==> config.mk <==
export PLATFORM = sky130hd
export DESIGN_NAME = trial_division_prime_test_top
export DESIGN_NICKNAME = d
export VERILOG_FILES = /design/src/tdpt_pkg.sv /design/src/tdpt_rem_unit.sv /design/src/trial_division_prime_test_top.sv
export VERILOG_INCLUDE_DIRS = /design/src /design/src/src
export SDC_FILE = /design/constraint.sdc
export NUM_CORES = 1
export LEC_CHECK = 0
export BUFFER_PORTS_ARGS = -buffer_cell sky130_fd_sc_hd__buf_4
export CAP_MARGIN = 10
export CORE_MARGIN = 1.5
export CORE_UTILIZATION = 36
export CTS_CLUSTER_DIAMETER = 60
export DETAILED_ROUTE_END_ITERATION = 7
export PLACE_DENSITY = 0.53
export SLEW_MARGIN = 20
export SYNTH_ARGS = -nofsm -noshare
export SYNTH_HDL_FRONTEND = slang
export SYNTH_HIERARCHICAL = 1
export SYNTH_SLANG_ARGS = --single-unit
export TNS_END_PERCENT = 100
==> constraint.sdc <==
create_clock -name clk -period 14.1 [get_ports clk]
set_clock_uncertainty 0.15 [all_clocks]
set_input_delay 2.82 -clock clk [delete_from_list [all_inputs] [get_ports clk]]
set_output_delay 2.82 -clock clk [all_outputs]
set_load 0.02 [all_outputs]
==> src/trial_division_prime_test_top_defines.svh <==
// Assertion macros shared by the trial-division prime tester RTL.
`ifndef TRIAL_DIVISION_PRIME_TEST_TOP_DEFINES_SVH
`define TRIAL_DIVISION_PRIME_TEST_TOP_DEFINES_SVH

// Same-cycle implication, disabled during reset.
`define TDPT_ASSERT_NOW(label, ante, cons) \
    label: assert property (@(posedge clk) disable iff (!rst_n) (ante) |-> (cons)) \
        else $error("tdpt assertion failed");

// Next-cycle implication, disabled during reset.
`define TDPT_ASSERT_NEXT(label, ante, cons) \
    label: assert property (@(posedge clk) disable iff (!rst_n) (ante) |=> (cons)) \
        else $error("tdpt assertion failed");

`endif

==> src/tdpt_pkg.sv <==
// Shared constants and types for the trial-division prime tester.
`default_nettype none

package tdpt_pkg;

    localparam int DEFAULT_VALUE_WIDTH = 64;
    localparam int FIRST_DIVISOR       = 3;
    localparam int FIRST_SQUARE        = 9;
    localparam int DIVISOR_STEP        = 2;
    localparam int SQUARE_STEP_CONST   = 4;

    // Status of the remainder unit as seen by the sequencer.
    typedef struct packed {
        logic busy;
        logic zero;
    } rem_status_t;

endpackage

`default_nettype wire

==> src/tdpt_rem_unit.sv <==
// Shared restoring remainder unit: dividend mod divisor, one bit per cycle.
`default_nettype none

module tdpt_rem_unit #(
    parameter int VALUE_WIDTH = tdpt_pkg::DEFAULT_VALUE_WIDTH,
    parameter int DIV_WIDTH   = (tdpt_pkg::DEFAULT_VALUE_WIDTH + 1) / 2 + 2
) (
    input  wire logic                   clk,
    input  wire logic                   rst_n,
    input  wire logic                   start,
    input  wire logic [VALUE_WIDTH-1:0] dividend,
    input  wire logic [DIV_WIDTH-1:0]   divisor,
    output tdpt_pkg::rem_status_t       status
);
    import tdpt_pkg::*;

    localparam int CNT_WIDTH = $clog2(VALUE_WIDTH + 1);

    logic                   busy_reg, busy_next;
    logic [CNT_WIDTH-1:0]   cnt_reg, cnt_next;
    logic [DIV_WIDTH-1:0]   rem_reg, rem_next;
    logic [VALUE_WIDTH-1:0] shift_reg, shift_next;
    logic [DIV_WIDTH:0]     trial;

    always_comb
    begin
        busy_next  = busy_reg;
        cnt_next   = cnt_reg;
        rem_next   = rem_reg;
        shift_next = shift_reg;
        trial      = {rem_reg, shift_reg[VALUE_WIDTH-1]};
        if (start)
        begin
            busy_next  = 1'b1;
            cnt_next   = CNT_WIDTH'(VALUE_WIDTH);
            rem_next   = '0;
            shift_next = dividend;
        end
        else if (busy_reg)
        begin
            // rem < divisor, so trial < 2*divisor and one subtract restores it
            if (trial >= {1'b0, divisor})
                rem_next = DIV_WIDTH'(trial - {1'b0, divisor});
            else
                rem_next = DIV_WIDTH'(trial);
            shift_next = shift_reg << 1;
            cnt_next   = cnt_reg - CNT_WIDTH'(1);
            busy_next  = (cnt_reg != CNT_WIDTH'(1));
        end
    end

    always_ff @(posedge clk or negedge rst_n)
    begin
        if (!rst_n)
            busy_reg <= 1'b0;
        else
            busy_reg <= busy_next;
    end

    always_ff @(posedge clk)
    begin
        cnt_reg   <= cnt_next;
        rem_reg   <= rem_next;
        shift_reg <= shift_next;
    end

    assign status.busy = busy_reg;
    assign status.zero = (rem_reg == '0);

endmodule

`default_nettype wire

==> src/trial_division_prime_test_top.sv <==
// Top level of the trial-division prime tester: sequencer and output register.
// Flow: 0, 1 and even values go from ST_IDLE straight to ST_FINISH, which loads out.
// Odd values: each odd candidate tried takes a bound check (ST_BOUND), then a remainder (ST_DIVIDE),
// up to about sqrt(value)/2 candidates; a prime ends with a final bound check, then ST_FINISH loads out.
// Rate is set by the shared remainder unit, which retires one dividend bit a cycle.
// Throughput: one request at a time; in_stall is high until the verdict reaches the output reg.
// Reset: asynchronous, active low; sequencer idles and the output register empties.
`default_nettype none

`include "trial_division_prime_test_top_defines.svh"

module trial_division_prime_test_top #(
    parameter int VALUE_WIDTH = tdpt_pkg::DEFAULT_VALUE_WIDTH
) (
    input  wire logic                   clk,
    input  wire logic                   rst_n,
    // request channel
    input  wire logic                   in_valid,
    output logic                        in_stall,
    input  wire logic [VALUE_WIDTH-1:0] value,
    // result channel
    output logic                        out_valid,
    input  wire logic                   out_stall,
    output logic                        is_prime
);
    import tdpt_pkg::*;

    // Candidate n tops out just above sqrt(2^W); its square fits in W+2 bits.
    localparam int DIV_WIDTH = (VALUE_WIDTH + 1) / 2 + 2;
    localparam int SQ_WIDTH  = VALUE_WIDTH + 2;

    typedef enum logic [3:0] {
        ST_IDLE   = 4'b0001,
        ST_BOUND  = 4'b0010,
        ST_DIVIDE = 4'b0100,
        ST_FINISH = 4'b1000
    } state_t;

    state_t                 state_reg, state_next;
    logic [VALUE_WIDTH-1:0] value_reg, value_next;
    logic [DIV_WIDTH-1:0]   n_reg, n_next;        // odd candidate divisor
    logic [SQ_WIDTH-1:0]    sq_reg, sq_next;      // n * n, kept incrementally
    logic                   result_reg, result_next;
    logic                   out_valid_reg, out_valid_next;
    logic                   is_prime_reg, is_prime_next;
    logic                   div_start;
    rem_status_t            rem_status;

    tdpt_rem_unit #(
        .VALUE_WIDTH (VALUE_WIDTH),
        .DIV_WIDTH   (DIV_WIDTH)
    ) u_rem (
        .clk      (clk),
        .rst_n    (rst_n),
        .start    (div_start),
        .dividend (value_reg),
        .divisor  (n_reg),
        .status   (rem_status)
    );

    assign in_stall = (state_reg != ST_IDLE);

    always_comb
    begin
        state_next     = state_reg;
        value_next     = value_reg;
        n_next         = n_reg;
        sq_next        = sq_reg;
        result_next    = result_reg;
        is_prime_next  = is_prime_reg;
        out_valid_next = out_valid_reg && out_stall;
        div_start      = 1'b0;
        case (state_reg)
            ST_IDLE:
            begin
                if (in_valid)
                begin
                    value_next = value;
                    n_next     = DIV_WIDTH'(FIRST_DIVISOR);
                    sq_next    = SQ_WIDTH'(FIRST_SQUARE);
                    // zero and one are not prime, two is, other evens are not
                    if (value[VALUE_WIDTH-1:1] == '0)
                    begin
                        result_next = 1'b0;
                        state_next  = ST_FINISH;
                    end
                    else if (value == VALUE_WIDTH'(2))
                    begin
                        result_next = 1'b1;
                        state_next  = ST_FINISH;
                    end
                    else if (!value[0])
                    begin
                        result_next = 1'b0;
                        state_next  = ST_FINISH;
                    end
                    else
                    begin
                        state_next = ST_BOUND;
                    end
                end
            end
            ST_BOUND:
            begin
                // n*n above value: no divisor left, value is prime
                if (sq_reg > {2'b00, value_reg})
                begin
                    result_next = 1'b1;
                    state_next  = ST_FINISH;
                end
                else
                begin
                    div_start  = 1'b1;
                    state_next = ST_DIVIDE;
                end
            end
            ST_DIVIDE:
            begin
                if (!rem_status.busy)
                begin
                    if (rem_status.zero)
                    begin
                        result_next = 1'b0;
                        state_next  = ST_FINISH;
                    end
                    else
                    begin
                        // (n+2)^2 = n^2 + 4n + 4
                        sq_next = sq_reg + SQ_WIDTH'({n_reg, 2'b00})
                                + SQ_WIDTH'(SQUARE_STEP_CONST);
                        n_next     = n_reg + DIV_WIDTH'(DIVISOR_STEP);
                        state_next = ST_BOUND;
                    end
                end
            end
            ST_FINISH:
            begin
                if (!out_valid_reg || !out_stall)
                begin
                    is_prime_next  = result_reg;
                    out_valid_next = 1'b1;
                    state_next     = ST_IDLE;
                end
            end
            default:
            begin
                state_next = ST_IDLE;
            end
        endcase
    end

    always_ff @(posedge clk or negedge rst_n)
    begin
        if (!rst_n)
        begin
            state_reg     <= ST_IDLE;
            out_valid_reg <= 1'b0;
        end
        else
        begin
            state_reg     <= state_next;
            out_valid_reg <= out_valid_next;
        end
    end

    always_ff @(posedge clk)
    begin
        value_reg    <= value_next;
        n_reg        <= n_next;
        sq_reg       <= sq_next;
        result_reg   <= result_next;
        is_prime_reg <= is_prime_next;
    end

    assign out_valid = out_valid_reg;
    assign is_prime  = is_prime_reg;

    // Launching a division always leaves the remainder unit busy next cycle.
    `TDPT_ASSERT_NEXT(a_start_busy, div_start, rem_status.busy)
    // An accepted request occupies the sequencer.
    `TDPT_ASSERT_NEXT(a_accept_busy, in_valid && !in_stall, in_stall)
    // Handing off from FINISH always fills the output register.
    `TDPT_ASSERT_NEXT(a_finish_load,
        state_reg == ST_FINISH && (!out_valid_reg || !out_stall), out_valid)
    // Only odd candidates are ever divided by.
    `TDPT_ASSERT_NOW(a_divisor_odd, state_reg == ST_DIVIDE, n_reg[0])

endmodule

`default_nettype wire
==> flow_metrics.py <==
metrics = {
    "outcome": {
        "status": "complete, no violations",
    },
    "worst_setup_path": {
        "reg2reg_depth": 11,
        "arrival_ns": 5.51,
        "crit_family": "simple AND/OR/NAND/NOR gates",
        "critPathMaxStageDelay_ns": 1.04,
        "r2r_end": "u_rem/shift_reg[1]",
        "end_kind": "flip-flop",
        "cp.required_ns": 14.19,
        "cp_max_fo": 2,
        "critPathKind": "in -> reg",
        "cp_slowest_cell": "nor4_1",
        "cp_common_cell": "nor4_1",
        "reg2reg_slack_ns": 9.59,
        "rr_startpoint": "sq_reg[11]",
        "worst_setup_path_start_kind": "input port",
        "path_buf_inv": 1,
        "crit_path_cell_trace": "buf_4 -> nor4_1 -> nand4_1 -> nor4_1 -> nand2b_1 -> a31oi_1 -> nand2_1 -> nor3_1",
    },
    "power_and_ir_drop": {
        "power_density_mw_per_mm2": 256.3,
        "peakVddDrop_v": 0.0001072,
        "p_leak_nw": 7.882,
    },
    "floorplanning": {
        "die_h_microns": 223.3,
        "fp.dieArea_sq_mm": 0.04988,
        "ios": 71,
        "core_sq_mm": 0.04785,
        "initial_utilization_pct": 36.53,
        "die_w_microns": 223.3,
        "fp-row-count": 80,
    },
    "sta": {
        "setup_violations": 0,
        "finalMaxSlewViolations": 0,
        "relSlewSlack_pct": 19.45,
        "grt_setup_unrepaired": "false",
        "finalHoldViolCount": 0,
        "layout_min_cycle_time_ns": 5.419,
        "worst-slew-pin-transition_ns": 1.197,
        "min_period_over_period_pct": 38.43,
        "setup_tns_ns": 0,
        "max_freq_mhz": 184.5,
    },
    "global_route": {
        "grtUsageTotal_pct": 17.81,
        "grt_pass1_vias": 12800,
        "grt_first_pass_wirelength_microns": 69880,
        "grt_max_degree": 86,
        "antenna_found_initial": 0,
        "grt_overflow": 0,
    },
    "synth": {
        "avgSynthCellArea_sq_um": 10.16,
        "yosys_register_bits": 273,
        "synth_fp_nets": 1954,
        "yosysTopAreaCellShare_pct": 38.83,
        "synth_most_common_cell": "edfxtp_1",
        "muxShareOfSynthArea_pct": 4.746,
        "synth_top_family_by_area": "simple AND/OR/NAND/NOR gates",
        "synth-adder-area-share_pct": 11.97,
        "yosysSeqAreaShare_pct": 44.39,
        "synth_common_cells": "edfxtp_1 (226), nor2_1 (167), ha_1 (164)",
        "synth-xor-area-share_pct": 5.061,
        "synth_edf_count": 226,
        "ys.flop_type": "edfxtp_1",
        "yosysTopAreaCell": "edfxtp_1",
        "synthTopCellsByArea": "edfxtp_1 (39%), ha_1 (12%), dfxtp_1 (4.7%)",
        "synthSimpleGateAreaFrac_pct": 15.54,
        "postSynthCellCount": 1720,
        "synth_compound_area_share_pct": 13.95,
        "yosysWarnings": 6,
        "synthArstFlopShare_pct": 2.198,
        "netlist-cell-type-count": 76,
        "netlist_area_sq_mm": 0.01748,
    },
    "finish": {
        "fillers": 4701,
        "num_antenna_cells": 0,
        "drive_gt1_share_pct": 13.31,
        "multi_input_area_sq_mm": 0.008984,
        "finalNonFillerCells": 2425,
        "nets": 2015,
        "ff_latch_area_sq_mm": 0.007760,
        "syn_to_final_growth_pct": 13.27,
    },
    "route": {
        "wl_met1_microns": 21680,
        "vias_per_cell": 5.357,
        "vias": 12990,
        "antenna_left": 0,
        "wl_met3_microns": 1902,
        "drt-wirelength-per-cell_microns": 18.21,
        "routed_wl_microns": 44160,
        "dr.pass1.iters": 4,
        "dr_wl_met2_microns": 19420,
        "route.detailed.drc": 0,
        "highest_layer": "met4",
        "dr.first_iter.drc_count": 648,
    },
    "clock_network": {
        "clock_latency_ns": 0.57,
        "clk_pin_slew_ns": 0.05,
        "root_buffer": "clkbuf_16",
        "post_cts_buffers": 0,
        "cts_tree": "done",
        "htreeDepth": 2,
        "hold_buffers": 0,
        "cts_resized": 0,
        "cts.sinks": 273,
        "clock_path_buffers": 3,
        "cts-buffers-inserted": 37,
    },
    "placement": {
        "numPlacedInstances": 2356,
        "hpwl_microns": 32860,
        "routabilityCongestion": 0.8665,
        "io_buffers": 70,
    },
    "min_path": {
        "worstHoldStart": "result_reg",
        "holdPathEnd": "is_prime",
        "min_path_type": "reg -> reg",
        "worstHoldPathCells": 0,
    },
    "job": {
        "maxCapViolCount": 0,
    },
}
cell type report:
| cell class | instances | share of cell area [%] |
|---|---|---|
| clock buffer | 43 | 4.898 |
| tap | 615 | 3.887 |
| multi-input combinational | 1266 | 45.38 |
| sequential | 273 | 39.20 |
| inverter | 121 | 2.294 |
| timing repair buffer | 82 | 3.109 |
| clock inverter | 25 | 1.239 |
how the worst max path moves through the flow:
| stage | startpoint | to | slack [ns] | cells past startpoint |
|---|---|---|---|---|
| 3_5_place_dp | value[4] | result_reg | 8.03 | 8 |
| 6_report | value[4] | result_reg | 8.68 | 8 |
| 5_1_grt | value[4] | result_reg | 8.50 | 8 |
| 3_3_place_gp | value[4] | result_reg | 8.05 | 8 |
| 4_1_cts | value[4] | result_reg | 8.61 | 8 |
| 2_1_floorplan | in_valid | n_reg[10] | 3.92 | 2 |
layout by cell type (no fill, tap or decap), types with 41 or more instances in the layout:
master / n
nand4_1: 50
a21o_1: 62
a21oi_1: 113
edfxtp_1: 226
ha_1: 164
dfxtp_1: 41
nand3_1: 49
mux2_2: 63
xor2_1: 48
nand2_1: 138
buf_4: 82
inv_1: 120
o21ai_0: 56
xnor2_1: 53
nor2_1: 167
logic make-up after synthesis:
family,Yosys count
AOI/OAI and AO/OA,366
xor gates and xnor gates,101
adders and majority gates,166
buffers and inverters,181
DFF,273
muxes,75
other,1
and+or+nand+nor,557
layer usage:
layer,GRT usage [%],vias to the layer above
met1,25.35,6190
li1,-,6475
met4,5.362,0
met2,27.65,250
met3,3.029,75
met5,0,-
power by group:
| group | internal, W | total, W | switching [W] |
|---|---|---|---|
| registers | 0.00127 | 0.00158 | 0.000308 |
| logic | 0.00102 | 0.00257 | 0.00155 |
| clock network | 0.000554 | 0.000929 | 0.000374 |
| total | 0.00285 | 0.00507 | 0.00223 |
per-stage QoR:
step                worst slack, ns  hold slack, ns  area [sq um]  total power (W)  util (%)
floorplan                     3.923          0.2503         17480         0.003531         -
global placement              8.054          0.3226         18570         0.004112     38.82
detailed placement            8.031          0.3259         18570         0.004131     38.82
CTS                           8.615          0.3449         19790         0.005100     41.35
global route                  8.504          0.3759         19800         0.005493     41.38
finish                        8.681          0.3404         19800         0.005075     41.38
(Power assumes the default switching activity.)
